**src/hw/rtl/qme_pkg.sv**
```systemverilog
// Shared types, codes and helpers of the quadrature mouse emulator.
`default_nettype none

package qme_pkg;

  localparam int unsigned CountW      = 16;
  localparam int unsigned DivW        = 8;
  localparam int unsigned SeqW        = 8;
  localparam int unsigned BtnW        = 3;
  localparam int unsigned CfgIndexW   = 3;
  localparam int unsigned CfgDataW    = 8;
  localparam int unsigned RemBitsStep = 4;
  localparam int unsigned RemSteps    = CountW / RemBitsStep;
  localparam int unsigned RemCntW     = $clog2(RemSteps);

  localparam int unsigned CmdDepthDefault = 2;
  localparam int unsigned ResDepthDefault = 2;

  localparam logic [SeqW-1:0] SeqReset = 8'd180;
  localparam logic [DivW-1:0] DivReset = 8'd1;

  typedef enum logic [1:0] {
    OP_LOAD    = 2'd0,
    OP_TICK    = 2'd1,
    OP_BUTTONS = 2'd2,
    OP_NOP     = 2'd3
  } opcode_e;

  typedef enum logic [CfgIndexW-1:0] {
    REG_QUAD_SEQUENCE = 3'd0,
    REG_SWAP_AXES     = 3'd1,
    REG_INVERT_X      = 3'd2,
    REG_INVERT_Y      = 3'd3,
    REG_STEP_DIVISOR  = 3'd4
  } reg_index_e;

  typedef struct packed {
    logic [1:0]              opcode;
    logic signed [CountW-1:0] delta_x;
    logic signed [CountW-1:0] delta_y;
    logic [BtnW-1:0]         button_bits;
  } in_t;

  typedef struct packed {
    logic xa_drive_low;
    logic xb_drive_low;
    logic ya_drive_low;
    logic yb_drive_low;
    logic left_drive_low;
    logic right_drive_low;
    logic middle_drive_low;
    logic steps_pending;
    logic load_refused;
  } out_t;

  typedef struct packed {
    logic [SeqW-1:0] quad_sequence;
    logic            swap_axes;
    logic            invert_x;
    logic            invert_y;
    logic [DivW-1:0] step_divisor;
  } cfg_t;

  // Classified command handed from the front to the back.
  typedef struct packed {
    opcode_e           kind;
    logic [CountW-1:0] x;
    logic [CountW-1:0] y;
    logic [BtnW-1:0]   btn;
  } cmd_t;

  // Line is pulled low when the table level for this phase and line is 0.
  function automatic logic level_low(input logic [SeqW-1:0] seq, input logic [1:0] phase,
                                     input logic line_b);
    logic [2:0] sh;
    sh = {phase, line_b};
    return ~seq[sh];
  endfunction

endpackage

`default_nettype wire

```
**src/hw/rtl/quadrature_mouse_emulator.sv**
```systemverilog
// Top level of the quadrature mouse emulator: register file, front end and back end.
//
// Commands enter through a queue port: an item is taken when push is high and full low.
// Results leave through a queue port: out_o holds the oldest result while empty is low,
// and it is taken when pop is high. Every command yields exactly one result, in order.
// Configuration writes use cfg_valid_i/cfg_ready_o with a register index and data; the
// port is always ready, and writes belong to idle periods only.
// A load, buttons or no-op command is registered in the command queue, and its result is
// then registered in the result queue by the back end. A tick first starts the remainder
// units, which test each magnitude against the step divisor four bits a cycle, and then
// updates the counts and phases; the back end takes no other command until it is done.
// Throughput: one load or buttons command per cycle while the result queue has room.
// The command queue holds CmdDepth items and the result queue ResDepth results; when the
// receiver stops popping, the back end halts with the result queue full, and full rises
// once the command queue fills behind it.
// Reset clears both queues, the counts, phases and buttons, and loads the register
// defaults (phase table 180, divisor 1, no swap, no inversion).
`default_nettype none

module quadrature_mouse_emulator #(
  parameter int unsigned CmdDepth = qme_pkg::CmdDepthDefault,
  parameter int unsigned ResDepth = qme_pkg::ResDepthDefault
) (
  input  wire logic                          clk_i,
  input  wire logic                          rst_ni,
  input  wire logic                          push,
  output logic                               full,
  input  wire qme_pkg::in_t                  in_i,
  output logic                               empty,
  input  wire logic                          pop,
  output qme_pkg::out_t                      out_o,
  input  wire logic                          cfg_valid_i,
  output logic                               cfg_ready_o,
  input  wire logic [qme_pkg::CfgIndexW-1:0] cfg_index_i,
  input  wire logic [qme_pkg::CfgDataW-1:0]  cfg_data_i
);

  qme_pkg::cfg_t cfg_q;
  logic          cmd_valid, cmd_pop;
  qme_pkg::cmd_t cmd;

  assign cfg_ready_o = 1'b1;

  always_ff @(posedge clk_i or negedge rst_ni) begin
    if (!rst_ni) begin
      cfg_q.quad_sequence <= qme_pkg::SeqReset;
      cfg_q.swap_axes     <= 1'b0;
      cfg_q.invert_x      <= 1'b0;
      cfg_q.invert_y      <= 1'b0;
      cfg_q.step_divisor  <= qme_pkg::DivReset;
    end else if (cfg_valid_i && cfg_ready_o) begin
      case (cfg_index_i)
        qme_pkg::REG_QUAD_SEQUENCE: cfg_q.quad_sequence <= cfg_data_i;
        qme_pkg::REG_SWAP_AXES:     cfg_q.swap_axes     <= cfg_data_i[0];
        qme_pkg::REG_INVERT_X:      cfg_q.invert_x      <= cfg_data_i[0];
        qme_pkg::REG_INVERT_Y:      cfg_q.invert_y      <= cfg_data_i[0];
        qme_pkg::REG_STEP_DIVISOR:  cfg_q.step_divisor  <= cfg_data_i;
        default: ;
      endcase
    end
  end

  qme_front #(
    .Depth (CmdDepth)
  ) u_front (
    .clk_i       (clk_i),
    .rst_ni      (rst_ni),
    .cfg_i       (cfg_q),
    .push        (push),
    .full        (full),
    .in_i        (in_i),
    .cmd_valid_o (cmd_valid),
    .cmd_o       (cmd),
    .cmd_pop_i   (cmd_pop)
  );

  qme_back #(
    .Depth (ResDepth)
  ) u_back (
    .clk_i       (clk_i),
    .rst_ni      (rst_ni),
    .cfg_i       (cfg_q),
    .cmd_valid_i (cmd_valid),
    .cmd_i       (cmd),
    .cmd_pop_o   (cmd_pop),
    .empty       (empty),
    .pop         (pop),
    .out_o       (out_o)
  );

endmodule

`default_nettype wire

```
**src/hw/rtl/qme_front.sv**
```systemverilog
// Command front end: decodes and pre-orients items and queues them for the back end.
`default_nettype none

module qme_front #(
  parameter int unsigned Depth = qme_pkg::CmdDepthDefault
) (
  input  wire logic          clk_i,
  input  wire logic          rst_ni,
  input  wire qme_pkg::cfg_t cfg_i,
  input  wire logic          push,
  output logic               full,
  input  wire qme_pkg::in_t  in_i,
  output logic               cmd_valid_o,
  output qme_pkg::cmd_t      cmd_o,
  input  wire logic          cmd_pop_i
);

  localparam int unsigned PtrW = (Depth > 1) ? $clog2(Depth) : 1;
  localparam int unsigned CntW = $clog2(Depth + 1);

  qme_pkg::cmd_t       mem_q [Depth];
  logic [PtrW-1:0]     wr_ptr_q, rd_ptr_q;
  logic [CntW-1:0]     count_q;
  qme_pkg::cmd_t       cmd_new;
  logic [qme_pkg::CountW-1:0] x_raw, y_raw;
  logic                wr_en, rd_en;

  always_comb begin
    x_raw = cfg_i.swap_axes ? in_i.delta_y : in_i.delta_x;
    y_raw = cfg_i.swap_axes ? in_i.delta_x : in_i.delta_y;
    cmd_new.kind = qme_pkg::opcode_e'(in_i.opcode);
    cmd_new.x    = cfg_i.invert_x ? qme_pkg::CountW'(16'd0 - x_raw) : x_raw;
    cmd_new.y    = cfg_i.invert_y ? qme_pkg::CountW'(16'd0 - y_raw) : y_raw;
    cmd_new.btn  = in_i.button_bits;
  end

  assign full        = (count_q == CntW'(Depth));
  assign cmd_valid_o = (count_q != '0);
  assign cmd_o       = mem_q[rd_ptr_q];
  assign wr_en       = push && !full;
  assign rd_en       = cmd_pop_i && cmd_valid_o;

  always_ff @(posedge clk_i) begin
    if (wr_en) begin
      mem_q[wr_ptr_q] <= cmd_new;
    end
  end

  always_ff @(posedge clk_i or negedge rst_ni) begin
    if (!rst_ni) begin
      wr_ptr_q <= '0;
      rd_ptr_q <= '0;
      count_q  <= '0;
    end else begin
      if (wr_en) begin
        wr_ptr_q <= (wr_ptr_q == PtrW'(Depth - 1)) ? '0 : wr_ptr_q + 1'b1;
      end
      if (rd_en) begin
        rd_ptr_q <= (rd_ptr_q == PtrW'(Depth - 1)) ? '0 : rd_ptr_q + 1'b1;
      end
      if (wr_en && !rd_en) begin
        count_q <= count_q + 1'b1;
      end else if (rd_en && !wr_en) begin
        count_q <= count_q - 1'b1;
      end
    end
  end

endmodule

`default_nettype wire

```
**src/hw/rtl/qme_rem.sv**
```systemverilog
// Iterative remainder unit: tests a 16-bit magnitude for divisibility, four bits a cycle.
`default_nettype none

module qme_rem (
  input  wire logic                       clk_i,
  input  wire logic                       rst_ni,
  input  wire logic                       start_i,
  input  wire logic [qme_pkg::CountW-1:0] mag_i,
  input  wire logic [qme_pkg::DivW-1:0]   div_i,
  output logic                            done_o,
  output logic                            zero_o
);

  logic [qme_pkg::CountW-1:0]  num_q;
  logic [qme_pkg::DivW-1:0]    rem_q, rem_d;
  logic [qme_pkg::RemCntW-1:0] cnt_q;
  logic                        busy_q, done_q;

  // Restoring remainder over the top bits of the shifting numerator.
  always_comb begin
    logic [qme_pkg::DivW:0] t;
    rem_d = rem_q;
    for (int i = 0; i < qme_pkg::RemBitsStep; i++) begin
      t = {rem_d, num_q[qme_pkg::CountW-1-i]};
      if (t >= {1'b0, div_i}) begin
        t = t - {1'b0, div_i};
      end
      rem_d = t[qme_pkg::DivW-1:0];
    end
  end

  assign done_o = done_q;
  assign zero_o = (rem_q == '0);

  always_ff @(posedge clk_i or negedge rst_ni) begin
    if (!rst_ni) begin
      busy_q <= 1'b0;
      done_q <= 1'b0;
      cnt_q  <= '0;
    end else begin
      done_q <= 1'b0;
      if (start_i) begin
        busy_q <= 1'b1;
        cnt_q  <= '0;
      end else if (busy_q) begin
        cnt_q <= cnt_q + 1'b1;
        if (cnt_q == qme_pkg::RemCntW'(qme_pkg::RemSteps - 1)) begin
          busy_q <= 1'b0;
          done_q <= 1'b1;
        end
      end
    end
  end

  always_ff @(posedge clk_i) begin
    if (start_i) begin
      num_q <= mag_i;
      rem_q <= '0;
    end else if (busy_q) begin
      num_q <= num_q << qme_pkg::RemBitsStep;
      rem_q <= rem_d;
    end
  end

endmodule

`default_nettype wire

```
**src/hw/rtl/qme_back.sv**
```systemverilog
// Command back end: carries out loads, ticks and button updates and queues the results.
`default_nettype none

module qme_back #(
  parameter int unsigned Depth = qme_pkg::ResDepthDefault
) (
  input  wire logic          clk_i,
  input  wire logic          rst_ni,
  input  wire qme_pkg::cfg_t cfg_i,
  input  wire logic          cmd_valid_i,
  input  wire qme_pkg::cmd_t cmd_i,
  output logic               cmd_pop_o,
  output logic               empty,
  input  wire logic          pop,
  output qme_pkg::out_t      out_o
);

  localparam int unsigned PtrW = (Depth > 1) ? $clog2(Depth) : 1;
  localparam int unsigned CntW = $clog2(Depth + 1);

  typedef enum logic {
    ST_IDLE,
    ST_DIV
  } state_e;

  state_e                     state_q, state_d;
  logic [qme_pkg::CountW-1:0] x_rem_q, x_rem_d, y_rem_q, y_rem_d;
  logic [1:0]                 x_ph_q, x_ph_d, y_ph_q, y_ph_d;
  logic [qme_pkg::BtnW-1:0]   btn_q, btn_d;

  qme_pkg::out_t              res_mem_q [Depth];
  logic [PtrW-1:0]            wr_ptr_q, rd_ptr_q;
  logic [CntW-1:0]            count_q;
  logic                       res_full, res_push, res_pop, refused;
  qme_pkg::out_t              res_new;

  logic [qme_pkg::DivW-1:0]   div_eff;
  logic [qme_pkg::CountW-1:0] x_mag, y_mag;
  logic                       rem_start, x_done, y_done, x_zero, y_zero;
  logic                       pending;

  assign div_eff = (cfg_i.step_divisor == '0) ? qme_pkg::DivW'(1) : cfg_i.step_divisor;
  assign x_mag   = x_rem_q[qme_pkg::CountW-1] ? qme_pkg::CountW'(16'd0 - x_rem_q) : x_rem_q;
  assign y_mag   = y_rem_q[qme_pkg::CountW-1] ? qme_pkg::CountW'(16'd0 - y_rem_q) : y_rem_q;
  assign pending = (x_rem_q != '0) || (y_rem_q != '0);

  qme_rem u_rem_x (
    .clk_i   (clk_i),
    .rst_ni  (rst_ni),
    .start_i (rem_start),
    .mag_i   (x_mag),
    .div_i   (div_eff),
    .done_o  (x_done),
    .zero_o  (x_zero)
  );

  qme_rem u_rem_y (
    .clk_i   (clk_i),
    .rst_ni  (rst_ni),
    .start_i (rem_start),
    .mag_i   (y_mag),
    .div_i   (div_eff),
    .done_o  (y_done),
    .zero_o  (y_zero)
  );

  always_comb begin
    state_d   = state_q;
    x_rem_d   = x_rem_q;
    y_rem_d   = y_rem_q;
    x_ph_d    = x_ph_q;
    y_ph_d    = y_ph_q;
    btn_d     = btn_q;
    cmd_pop_o = 1'b0;
    rem_start = 1'b0;
    res_push  = 1'b0;
    refused   = 1'b0;
    unique case (state_q)
      ST_IDLE: begin
        // Start only with room for the result, so the back end never drops one.
        if (cmd_valid_i && !res_full) begin
          cmd_pop_o = 1'b1;
          unique case (cmd_i.kind)
            qme_pkg::OP_LOAD: begin
              res_push = 1'b1;
              if (pending) begin
                refused = 1'b1;
              end else begin
                x_rem_d = cmd_i.x;
                y_rem_d = cmd_i.y;
              end
            end
            qme_pkg::OP_TICK: begin
              rem_start = 1'b1;
              state_d   = ST_DIV;
            end
            qme_pkg::OP_BUTTONS: begin
              res_push = 1'b1;
              btn_d    = cmd_i.btn;
            end
            default: begin
              res_push = 1'b1;
            end
          endcase
        end
      end
      ST_DIV: begin
        if (x_done && y_done) begin
          res_push = 1'b1;
          state_d  = ST_IDLE;
          if (x_rem_q != '0) begin
            if (x_zero) begin
              x_ph_d = x_rem_q[qme_pkg::CountW-1] ? x_ph_q - 1'b1 : x_ph_q + 1'b1;
            end
            x_rem_d = x_rem_q[qme_pkg::CountW-1] ? x_rem_q + 1'b1 : x_rem_q - 1'b1;
          end
          if (y_rem_q != '0) begin
            if (y_zero) begin
              y_ph_d = y_rem_q[qme_pkg::CountW-1] ? y_ph_q - 1'b1 : y_ph_q + 1'b1;
            end
            y_rem_d = y_rem_q[qme_pkg::CountW-1] ? y_rem_q + 1'b1 : y_rem_q - 1'b1;
          end
        end
      end
      default: begin
        state_d = ST_IDLE;
      end
    endcase
  end

  // Result reflects the state after the update.
  always_comb begin
    res_new.xa_drive_low     = qme_pkg::level_low(cfg_i.quad_sequence, x_ph_d, 1'b0);
    res_new.xb_drive_low     = qme_pkg::level_low(cfg_i.quad_sequence, x_ph_d, 1'b1);
    res_new.ya_drive_low     = qme_pkg::level_low(cfg_i.quad_sequence, y_ph_d, 1'b0);
    res_new.yb_drive_low     = qme_pkg::level_low(cfg_i.quad_sequence, y_ph_d, 1'b1);
    res_new.left_drive_low   = btn_d[0];
    res_new.right_drive_low  = btn_d[1];
    res_new.middle_drive_low = btn_d[2];
    res_new.steps_pending    = (x_rem_d != '0) || (y_rem_d != '0);
    res_new.load_refused     = refused;
  end

  always_ff @(posedge clk_i or negedge rst_ni) begin
    if (!rst_ni) begin
      state_q <= ST_IDLE;
      x_rem_q <= '0;
      y_rem_q <= '0;
      x_ph_q  <= '0;
      y_ph_q  <= '0;
      btn_q   <= '0;
    end else begin
      state_q <= state_d;
      x_rem_q <= x_rem_d;
      y_rem_q <= y_rem_d;
      x_ph_q  <= x_ph_d;
      y_ph_q  <= y_ph_d;
      btn_q   <= btn_d;
    end
  end

  assign res_full = (count_q == CntW'(Depth));
  assign empty    = (count_q == '0);
  assign out_o    = res_mem_q[rd_ptr_q];
  assign res_pop  = pop && !empty;

  always_ff @(posedge clk_i) begin
    if (res_push) begin
      res_mem_q[wr_ptr_q] <= res_new;
    end
  end

  always_ff @(posedge clk_i or negedge rst_ni) begin
    if (!rst_ni) begin
      wr_ptr_q <= '0;
      rd_ptr_q <= '0;
      count_q  <= '0;
    end else begin
      if (res_push) begin
        wr_ptr_q <= (wr_ptr_q == PtrW'(Depth - 1)) ? '0 : wr_ptr_q + 1'b1;
      end
      if (res_pop) begin
        rd_ptr_q <= (rd_ptr_q == PtrW'(Depth - 1)) ? '0 : rd_ptr_q + 1'b1;
      end
      if (res_push && !res_pop) begin
        count_q <= count_q + 1'b1;
      end else if (res_pop && !res_push) begin
        count_q <= count_q - 1'b1;
      end
    end
  end

endmodule

`default_nettype wire

```
**config.mk**
```make
export PLATFORM = sky130hd
export DESIGN_NAME = quadrature_mouse_emulator
export DESIGN_NICKNAME = d
export VERILOG_FILES = /design/src/hw/rtl/qme_pkg.sv /design/src/hw/rtl/quadrature_mouse_emulator.sv /design/src/hw/rtl/qme_front.sv /design/src/hw/rtl/qme_rem.sv /design/src/hw/rtl/qme_back.sv
export SDC_FILE = /design/constraint.sdc
export NUM_CORES = 1
export LEC_CHECK = 0
export BUFFER_PORTS_ARGS = -buffer_cell sky130_fd_sc_hd__buf_2
export CAP_MARGIN = 20
export CORE_MARGIN = 2
export CORE_UTILIZATION = 50
export DETAILED_ROUTE_END_ITERATION = 8
export GPL_TIMING_DRIVEN = 0
export HOLD_SLACK_MARGIN = 0.08
export PLACE_DENSITY = 0.71
export SLEW_MARGIN = 20
export SYNTH_ARGS = -nofsm -noshare
export SYNTH_HDL_FRONTEND = slang
export SYNTH_SLANG_ARGS = --single-unit
export TNS_END_PERCENT = 10
```
**constraint.sdc**
```tcl
create_clock -name clk_i -period 8.4 [get_ports clk_i]
set_input_delay 0.84 -clock clk_i [delete_from_list [all_inputs] [get_ports clk_i]]
set_output_delay 0.84 -clock clk_i [all_outputs]
set_load 0.1 [all_outputs]
```
# Word-level counts from Yosys, hierarchy flattened
# Memory sizes are Yosys's and may differ from the RTL's.
# Index checks and enable logic that the tools add are counted.
# Widths: inputs -> output; s select.
# totals
latch_bits	0
mem_bits_rw	92
memories	2
in_bits	53
elab_cells	221
register_bits	123
out_inout_bits	12
mem_bits_ro	0
# op_classes
multipliers	0
add_sub_neg	30
shifts	0
n_eq_ne	10
mux	97
n_div	0
bitwise	5
reduce_logical	38
n_lt_le_gt_ge	12
# memory_table
memory	words	width	rd	rd_clocked_by_memory_dff	wr	line	source
u_front.mem_q	2	37	1	0	1	qme_front.sv:21	qme_pkg::cmd_t mem_q [Depth];
u_back.res_mem_q	2	9	1	0	1	qme_back.sv:31	qme_pkg::out_t res_mem_q [Depth];
# ops
op	n
$mux 16	22
$ge 9x8->1	8
$mux 8	9
$pmux 16 s2	2
$reduce_bool 16->1	4
$sub 1x16->16 const A	4
$sub 8x8->8	8
$mux 1	37
$mux 2	18
$add 16x1->16 const B	2
$sub 16x1->16 const B	2
$logic_not 8->1	3
$lt 3x4->1 const B	4
$add 2x1->2 const B	6
$eq 2x2->1 const B	5
$reduce_and 2->1	5
$reduce_bool 2->1	5
$logic_and 1x1->1	9
$mux 3	3
$bmux 1 s2	4
$sub 2x1->2 const B	4
$logic_not 1->1	7
$eq 3x2->1 const B	2
$not 1->1	5
8 further kinds	14

# Logic depth before layout (Yosys ltp)
# Gate-level depths: netlist of the first run.
# logic_depth
ltp_word	10
depth_mapped	40
depth_no_buf	38

# By module
# From an unflattened synthesis of the first run, not the netlist that was laid out.
# hier_totals
hier_cells	1550
hier_area_um2	15831.4
# by_module_without_submodules
mod	seq_area_each_um2	area_each_um2	n_inst	cells_each
qme_back	1641.6	5013.6	1	549
qme_front	2322.2	4207.8	1	323
qme_rem (u_back.u_rem_x)	740.7	2960.3	1	320
qme_rem (u_back.u_rem_y)	740.7	2870.3	1	312
quadrature_mouse_emulator	481.7	779.5	1	46

# Worst setup path before layout of the first run
# OpenSTA, ideal clock, no wires.
# synth_timing
path_kind	register -> register
start	register cfg_q[1] (netlist bit)
end	register u_back.u_rem_y.rem_q[2] (netlist bit)
path_slack_ns	-0.165
stages_incl_launch_ff	38
setup_ns	0.086
synth_period_minus_slack_ns	8.565
t_arrival_ns	8.479
cell_sequence	dfrtp_1 > inv_1 > a41o_1 > ha_1 > nand3_1 > nor2_1 > or2_2 > o211a_1 > nor2_1 > mux2_2 > ha_1 > nand4_1 > o21bai_1 > nor4_1 > mux2_2 > o21ai_1 > inv_1 > a21boi_0 > [2 not listed] > o21ai_0 > a21boi_0 > o41ai_1 > a21oi_1 > or2_2 > clkbuf_1 > a21oi_1 > ha_1 > nor2b_1 > o21ai_0 > a21boi_0 > o21ai_0 > a21oi_1 > o21bai_1 > a21oi_1 > o211ai_1 > a31o_2 > a211oi_1
# synth_between
elab_chain_cells	10
elab_cells_between_ends	14
# synth_rtl
element	line	source
start: declaration	quadrature_mouse_emulator.sv:38	qme_pkg::cfg_t cfg_q;
$logic_not 8->1	qme_back.sv:42	assign div_eff = (cfg_i.step_divisor == '0) ? qme_pkg::DivW'(1) : cfg_i.step_divisor;
$mux 8 *	qme_back.sv:42	
$sub 8x8->8 / $ge 9x8->1 (equally long branches)	qme_rem.sv:26, qme_rem.sv:25	
$mux 8	qme_rem.sv:25	if (t >= {1'b0, div_i}) begin
$ge 9x8->1 / $sub 8x8->8 (equally long branches)	qme_rem.sv:25, qme_rem.sv:26	
$mux 8	qme_rem.sv:25	
$sub 8x8->8 / $ge 9x8->1 (equally long branches)	qme_rem.sv:26, qme_rem.sv:25	
$mux 8	qme_rem.sv:25	
$sub 8x8->8 / $ge 9x8->1 (equally long branches)	qme_rem.sv:26, qme_rem.sv:25	
$mux 8 *	qme_rem.sv:25	
end signal: assignment	qme_rem.sv:61	rem_q <= rem_d;
end: declaration	qme_rem.sv:15	logic [qme_pkg::DivW-1:0] rem_q, rem_d;
# Mark *: on every way between the ends. The rest lies on a longest branch, timed or not.
# A chain may end at the register's enable or synchronous reset.

# Worst setup path in the final report of the first run
# layout_timing
start	register cfg_q[5] (netlist bit)
end	register u_back.u_rem_y.rem_q[0] (netlist bit)
# layout_between
elab_chain_cells	10
elab_cells_between_ends	14
# layout_rtl
element	line
$logic_not 8->1	qme_back.sv:42
$mux 8 *	qme_back.sv:42
$sub 8x8->8 / $ge 9x8->1 (equally long branches)	qme_rem.sv:26, qme_rem.sv:25
$mux 8	qme_rem.sv:25
$sub 8x8->8 / $ge 9x8->1 (equally long branches)	qme_rem.sv:26, qme_rem.sv:25
$mux 8	qme_rem.sv:25
$sub 8x8->8 / $ge 9x8->1 (equally long branches)	qme_rem.sv:26, qme_rem.sv:25
$mux 8	qme_rem.sv:25
$ge 9x8->1	qme_rem.sv:25
$mux 8 *	qme_rem.sv:25
# Marks and branches as above.

==> results of run 1 <==
per-stage QoR:
| stage | area (µm²) | TNS, ns |
|---|---|---|
| floorplan | 15050 | 0 |
| global route | 17190 | -0.2487 |
| detailed placement | 15950 | -29.11 |
| CTS | 16940 | 0 |
| finish | 17190 | 0 |
| global placement | 15860 | -25.59 |
per-layer routing:
layer | share of wire | vias to the layer above | wire [µm] | global-route usage
li1 | - | 5902 | - | -
met4 | 0.040 | 0 | 1537 | 0.09255
met2 | 0.50 | 321 | 19110 | 0.4289
met1 | 0.42 | 5860 | 16280 | 0.3058
met5 | 0 | - | 0 | 0
met3 | 0.042 | 97 | 1617 | 0.02249
path summary, 6_finish.rpt:
check	from	end	slack, ns	depth (start not counted)
min in group clk_i	in_i[1]	u_front.mem_q[0][1]	0.50	1
min reg2reg	u_back.u_rem_x.num_q[11]	u_back.u_rem_x.num_q[15]	0.51	2
max in group asynchronous	rst_ni	cfg_q[13]	7.50	2
max	cfg_q[5]	u_back.u_rem_y.rem_q[0]	0.22	34
min	rst_ni	cfg_q[5]	0.26	1
max reg2reg	cfg_q[5]	u_back.u_rem_y.rem_q[0]	0.22	34
timing repair:
item / 4_1_cts / 5_1_grt
endpoints found under the setup margin: 16 / 16
pin swaps: 5 / 12
setup buffers: 14 / 19
resized for setup: 25 / 31
cell type report:
| class | instances | area (µm²) |
|---|---|---|
| fill | 2533 | 12450 |
| multi-input combinational | 1193 | 8817 |
| sequential | 215 | 5927 |
| timing repair buffer | 100 | 638.1 |
| clock buffer | 28 | 604.3 |
| tap | 390 | 488.0 |
| inverter | 85 | 337.8 |
| clock inverter | 14 | 191.4 |
| buffer | 44 | 185.2 |
logic make-up after synthesis:
kind of cell	after synthesis	synth area share
compound gates	371	0.1564
other cells	1	0.0002493
mux	139	0.1001
fa+ha+maj	112	0.09814
simple gates	446	0.1453
xor+xnor	124	0.07219
flops	215	0.3940
buf+inv	131	0.03377
cell usage after synthesis, drive strengths merged, types with 20 or more instances:
library cell / instances
edfxtp: 124
nand2: 121
o21ai: 118
nor2: 116
ha: 102
a21oi: 92
inv: 84
mux2i: 84
dfrtp: 70
xnor2: 69
xor2: 55
mux2: 51
nor3: 40
clkbuf: 36
nand3: 31
nor2b: 24
a211oi: 20
sequential cells by signal (all words and copies together), names as in the netlist, 3 cells and up:
signal,flops
u_back.x_rem_q,16
u_back.res_mem_q,18
u_front.mem_q,74
u_back.u_rem_y.num_q,16
cfg_q,19
u_back.btn_q,3
u_back.u_rem_y.rem_q,8
u_back.u_rem_x.num_q,16
u_back.u_rem_x.rem_q,8
u_back.y_rem_q,16
worst max-delay path: cells and delay by family (launching register included):
kind	cells	cell delay, ns
AO/OA/AOI/OAI	13	2.49
adder cells (fa/ha/maj)	4	1.23
buffers and inverters	3	0.53
flip-flops	1	0.43
multiplexers	5	1.63
AND/OR/NAND/NOR	9	1.78
==> flow_summary.toml, run 1 <==
[run_status]
outcome = "finished clean"

[timing]
tightest_slew_ns = 1.102
finalCritPeriodShare = 0.9739
slew-limit-headroom = 0.2597
hold_viol_final = 0
finClkSkew_ns = 0.02283
drv_slew = 0
timing.fmax_mhz = 122.2
finalSetupViolCount = 0
holdWs_ns = 0.2574
setup_ws_ns = 0.2189
period_minus_slack_ns = 8.181

[yosys]
synth_edf_count = 124
syn_nets = 1704
ys_ff_latch = 215
yosysTopAreaCellShare = 0.2475
synth.avg_cell_area_um2 = 9.775
syn_area_um2 = 15040
synthTopCellsByArea = "edfxtp_1, dfrtp_1, ha_1"
synthCells = 1539
synthFlopType = "edfxtp_1"
yosys_warnings = 0
yosysTopAreaCell = "edfxtp_1"
ys_types = 78
ys_seq_area_frac = 0.3940
synth-async-reset-ratio = 0.3488

[final_layout]
finalNetCount = 1827
drive_above_1_share = 0.1566
final_util = 0.5800
flow.area_growth_from_synthesis_pct = 14.25
n_antenna_cell = 0
layout_commonest_cell = "edfxtp_1"
fin_cells = 2069
final_cell_mix = "edfxtp_1, nand2_1, nor2_1"

[route]
antenna_left = 0
dr.pass1.iters = 5
vias = 12180
avgViaCountPerCell = 5.887
wl_per_cell_um = 18.63
drt-total-wl_um = 38540
drt_iter0_drc = 785
drc = 0

[worst_setup_path]
start_kind = "register"
cp.arrival_ns = 8.65
path_max_fanout = 9
crit_top_cell = "mux2_2"
critical_path.slowest_cell = "dfrtp_1"
max_stage_delay_ns = 0.43
required_ns = 8.87
end_kind = "register"
path_class = "reg -> reg"

[hold_path]
min_path_type = "in -> async"

[clock_network]
cts_sinks = 215
cts_tree = "done"
clkSlewWorstSetupHoldPaths_ns = 0.06
clk_latency_ns = 0.54
cts_root_buf = "clkbuf_16"
cts_max_level = 1
cts_max_path_buffers = 3
postCtsHoldBufs = 0
cts_made_buffers = 23

[grt]
grt_pass1_wl_um = 61110
gr-total-overflow = 0
track_usage = 0.2423
first_global_vias = 11970
antenna_found_initial = 0
grt_max_degree = 41

[place]
dp_hpwl_um = 28610
place_ws_ns = -2.053
port_buffers = 63
gp_congestion = 0.9435
dpl.cell_count = 1996

[die]
initial_utilization = 0.5076
die_area_um2 = 31490
die_y_um = 177.5
pin_count = 65
rows = 63
die_x_um = 177.5
fp.coreArea_um2 = 29640

[run]
maxCapViolations = 0
Power of run 1 is not shown: default switching activity piles up to over one toggle a cycle in this logic, so the estimate is an artifact.
==> run 2: changes to the inputs <==
Settings changed: PLACE_DENSITY 0.71 to 0.81.
==> run 2 against run 1 <==
Core utilization hardly changed. Clock skew is 0.0087 ns lower. Via count is 1.7% higher. Worst setup slack better by 0.14 ns. Register-to-register slack better by 0.14 ns. Cell count is 0.19% higher. Critical path depth is 2 higher. Critical path type unchanged. Critical endpoint is now u_back.u_rem_y.rem_q[2]. Highest routed layer unchanged.
==> flow_summary.toml, run 2 (synthesis results as in run 1) <==
[timing]
timing.fmax_mhz = 124.3
holdWs_ns = 0.2611
setup_ws_ns = 0.3543
period_minus_slack_ns = 8.046
finClkSkew_ns = 0.01409
hold_viol_final = 0
tightest_slew_ns = 1.204
slew-limit-headroom = 0.1914
drv_slew = 0
finalCritPeriodShare = 0.9578
finalSetupViolCount = 0

[place]
dpl.cell_count = 1996
place_ws_ns = -1.789
gp_congestion = 0.9381
dp_hpwl_um = 27790
port_buffers = 63
dpl_cell_area_um2 = 15950

[route]
antenna_left = 0
drt-total-wl_um = 38280
drc = 0
dr.pass1.iters = 7
avgViaCountPerCell = 5.978
drt_iter0_drc = 792
vias = 12390
wl_per_cell_um = 18.47

[clock_network]
cts_tree = "done"
clk_latency_ns = 0.52
cts_max_path_buffers = 3
cts_max_level = 1
postCtsHoldBufs = 0
cts_root_buf = "clkbuf_16"
clkSlewWorstSetupHoldPaths_ns = 0.06
cts_sinks = 215
cts_made_buffers = 23

[final_layout]
top_regs = "u_front.mem_q x74, cfg_q x19, u_back.res_mem_q x18"
largest_reg_flops = 74
fin_area_um2 = 17180
finalNetCount = 1831
n_antenna_cell = 0
fin_cells = 2073
final_cell_mix = "edfxtp_1, nand2_1, nor2_1"
flow.area_growth_from_synthesis_pct = 14.16
layout_commonest_cell = "edfxtp_1"
drive_above_1_share = 0.1616
largest-register = "u_front.mem_q"

[worst_setup_path]
crit_top_cell = "ha_1"
path_max_fanout = 9
required_ns = 8.82
end_kind = "register"
max_stage_delay_ns = 0.43
cp.arrival_ns = 8.47
cp_num_buf_inv = 3
path_class = "reg -> reg"
start_kind = "register"
path_delay_family = "compound AO/OA/AOI/OAI gates"
critical_path.slowest_cell = "dfrtp_1"

[run_status]
outcome = "finished clean"

[die]
pin_count = 65
die_x_um = 177.5
die_y_um = 177.5
initial_utilization = 0.5076
die_area_um2 = 31490
fp.coreArea_um2 = 29640
rows = 63

[hold_path]
min_path_type = "in -> async"

[grt]
first_global_vias = 12130
track_usage = 0.2382
grt_pass1_wl_um = 60400
grt_max_degree = 49
antenna_found_initial = 0
gr-total-overflow = 0

[run]
maxCapViolations = 0
-- run 2: cell count changes in the layout (fill, tap and decap cells not counted), sizes merged --
cell / change
buf: +4
bufinv: -4
clkbuf: -1
clkinvlp: +2
inv: +3
-- run 2: repair_timing --
action                     4_1_cts  5_1_grt
setup endpoints to repair       16       16
pin swaps                        4       13
cloned                           0        0
resized for setup               26       29
setup buffers                   14       23
-- run 2: worst paths after layout --
path                                          from                      end  slack (ns)  depth (start not counted)
min in group clk_i         u_back.u_rem_x.rem_q[7]  u_back.u_rem_x.rem_q[7]        0.51                          2
setup / recovery                          cfg_q[6]  u_back.u_rem_y.rem_q[2]        0.35                         36
max in group asynchronous                   rst_ni                cfg_q[15]        7.50                          2
hold / removal                              rst_ni                cfg_q[12]        0.26                          1
hold reg to reg            u_back.u_rem_x.rem_q[7]  u_back.u_rem_x.rem_q[7]        0.51                          2
setup reg to reg                          cfg_q[6]  u_back.u_rem_y.rem_q[2]        0.35                         36
-- run 2: metal layers --
| layer | global-route usage | share of wire |
|---|---|---|
| met3 | 0.03663 | 0.058 |
| met1 | 0.3000 | 0.41 |
| met5 | 0 | 0 |
| met4 | 0.09563 | 0.041 |
| met2 | 0.4091 | 0.49 |
-- run 2: through the flow --
step	util	TNS [ns]
after floorplan	-	0
after global placement	0.5350	-22.84
after detailed placement	0.5380	-26.85
after CTS	0.5701	0
after global routing	0.5795	-0.1202
final	0.5795	0
-- run 2: final cells by class --
type | instances | area (µm²)
repair buffers | 104 | 668.1
clock inverters | 15 | 100.1
flip-flops and latches | 215 | 5927
multi-input cells | 1193 | 8815
plain buffers | 44 | 185.2
fillers | 2452 | 12460
inverters | 85 | 337.8
clock buffers | 27 | 654.4
well taps | 390 | 488.0
Power of run 2 is left out for the same reason.
==> run 3: changes to the inputs <==
Settings changed: BUFFER_PORTS_ARGS -buffer_cell sky130_fd_sc_hd__buf_2 to not set, DONT_BUFFER_PORTS set to 1, PLACE_DENSITY 0.81 to 0.8.
==> run 3 against run 2 <==
Clock-buffer cell count is 9 higher. Cell count shrank 3.7%. Fmax decreased by 0.42%. Sequential cell count unchanged. Worst setup slack got worse by 0.034 ns. Register-to-register slack worse by 0.03 ns. Die area unchanged. Critical path depth is 3 lower. Non-clock buffer count is 78 lower.
==> flow_summary.toml, run 3 (synthesis results as in run 1) <==
[worst_setup_path]
cp.arrival_ns = 8.54
max_stage_delay_ns = 0.43
startpoint = "cfg_q[5]"
path_class = "reg -> reg"
reg2reg_to = "u_back.u_rem_y.rem_q[0]"
ff2ff_path_depth = 33
r2r_slack_ns = 0.32
cp_num_cells = 33
cp_num_buf_inv = 2
required_ns = 8.86
critical_path.slowest_cell = "dfrtp_1"
end_kind = "register"
crit_top_cell = "mux2_2"
crit_path_end = "u_back.u_rem_y.rem_q[0]"
path_max_fanout = 9
path_delay_family = "compound AO/OA/AOI/OAI gates"
start_kind = "register"
r2r_start = "cfg_q[5]"

[die]
die_area_um2 = 31490
rows = 63
fp.coreArea_um2 = 29640
die_x_um = 177.5
initial_utilization = 0.5076
die_y_um = 177.5
pin_count = 65

[timing]
holdWs_ns = 0.1519
finClkSkew_ns = 0.01739
tightest_slew_ns = 1.077
hold_viol_final = 0
finalCritPeriodShare = 0.9618
timing.fmax_mhz = 123.8
drv_slew = 0
slew-limit-headroom = 0.2762
rsz0062_at_grt = "true"
period_minus_slack_ns = 8.079
finalSetupViolCount = 0

[clock_network]
clk_latency_ns = 0.52
cts_max_path_buffers = 3
cts_max_level = 1
cts_tree = "done"
clkSlewWorstSetupHoldPaths_ns = 0.06
cts_root_buf = "clkbuf_16"
cts_sinks = 215
cts_made_buffers = 24

[final_layout]
drive_above_1_share = 0.1121
largest_reg_flops = 74
finalNetCount = 1754
top_regs = "u_front.mem_q x74, cfg_q x19, u_back.res_mem_q x18"
layout_commonest_cell = "edfxtp_1"
n_antenna_cell = 0
flow.area_growth_from_synthesis_pct = 11.49
final_cell_mix = "edfxtp_1, nand2_1, nor2_1"
largest-register = "u_front.mem_q"

[route]
dr.pass1.iters = 5
antenna_left = 0
wl_per_cell_um = 19.32
drt-total-wl_um = 38560
route.met2.wl_um = 19150
wirelength_met1_um = 16010
drc = 0
dr_wl_met3_um = 2263
vias = 12120
avgViaCountPerCell = 6.074
drt_iter0_drc = 1011
highest_layer = "met4"

[grt]
antenna_found_initial = 1
track_usage = 0.2398
gr-total-overflow = 0
first_global_vias = 12150
grt_max_degree = 71
grt_pass1_wl_um = 60840

[hold_path]
min_path_type = "in -> async"

[place]
port_buffers = 0
gp_congestion = 0.9542
dp_hpwl_um = 28190

[run_status]
outcome = "finished clean"

[run]
maxCapViolations = 0
run 3: cell count changes in the layout (fill, tap and decap cells not counted), sizes merged:
cell,before,now
buf,115,37
clkbuf,60,69
inv,83,79
clkinvlp,8,5
clkinv,9,6
bufinv,0,2
run 3: per-layer routing:
layer / track usage / vias up
li1: - / 5751
met1: 0.2979 / 5861
met2: 0.4249 / 419
met3: 0.03642 / 92
met4: 0.07992 / 0
met5: 0 / -
run 3: how the worst min path moves through the flow:
stage	startpoint	slack, ns	depth (start not counted)	end
global placement	u_front.wr_ptr_q	0.47	1	u_front.wr_ptr_q
CTS	rst_ni	0.14	0	cfg_q[0]
finish	rst_ni	0.15	0	cfg_q[0]
detailed placement	u_back.u_rem_x.rem_q[7]	0.51	2	u_back.u_rem_x.rem_q[7]
floorplan	u_front.wr_ptr_q	0.46	1	u_front.wr_ptr_q
global route	rst_ni	0.14	0	cfg_q[0]
run 3: repair_timing:
action | 4_1_cts | 5_1_grt
hold endpoints to repair | 70 | 0
endpoints found under the setup margin | 16 | 16
pin swaps | 5 | 12
resized for setup | 26 | 29
setup buffers | 14 | 8
hold buffers | 1 | 0
run 3: area by class of cell:
cell class                      instances  area (µm²)
Buffer                                 44       185.2
Fill cell                            2503       12860
Tap cell                              390       488.0
Multi-Input combinational cell       1193        8816
Inverter                               85       337.8
Timing Repair Buffer                   26       260.3
Clock buffer                           36       666.9
Sequential cell                       215        5927
Clock inverter                          7       92.59
run 3: through the flow:
stage | worst slack (ns) | std cells | setup TNS (ns) | util | area (µm²)
4_1_cts | 0.04277 | 1988 | 0 | 0.5605 | 16610
6_report | 0.3207 | 1996 | 0 | 0.5659 | 16770
2_1_floorplan | 0.02253 | 1539 | 0 | - | 15050
3_3_place_gp | -1.520 | 1929 | -23.12 | 0.5243 | 15540
3_5_place_dp | -1.916 | 1932 | -27.99 | 0.5268 | 15610
5_1_grt | -0.08127 | 1996 | -0.5028 | 0.5659 | 16770
Power of run 3 is left out for the same reason.
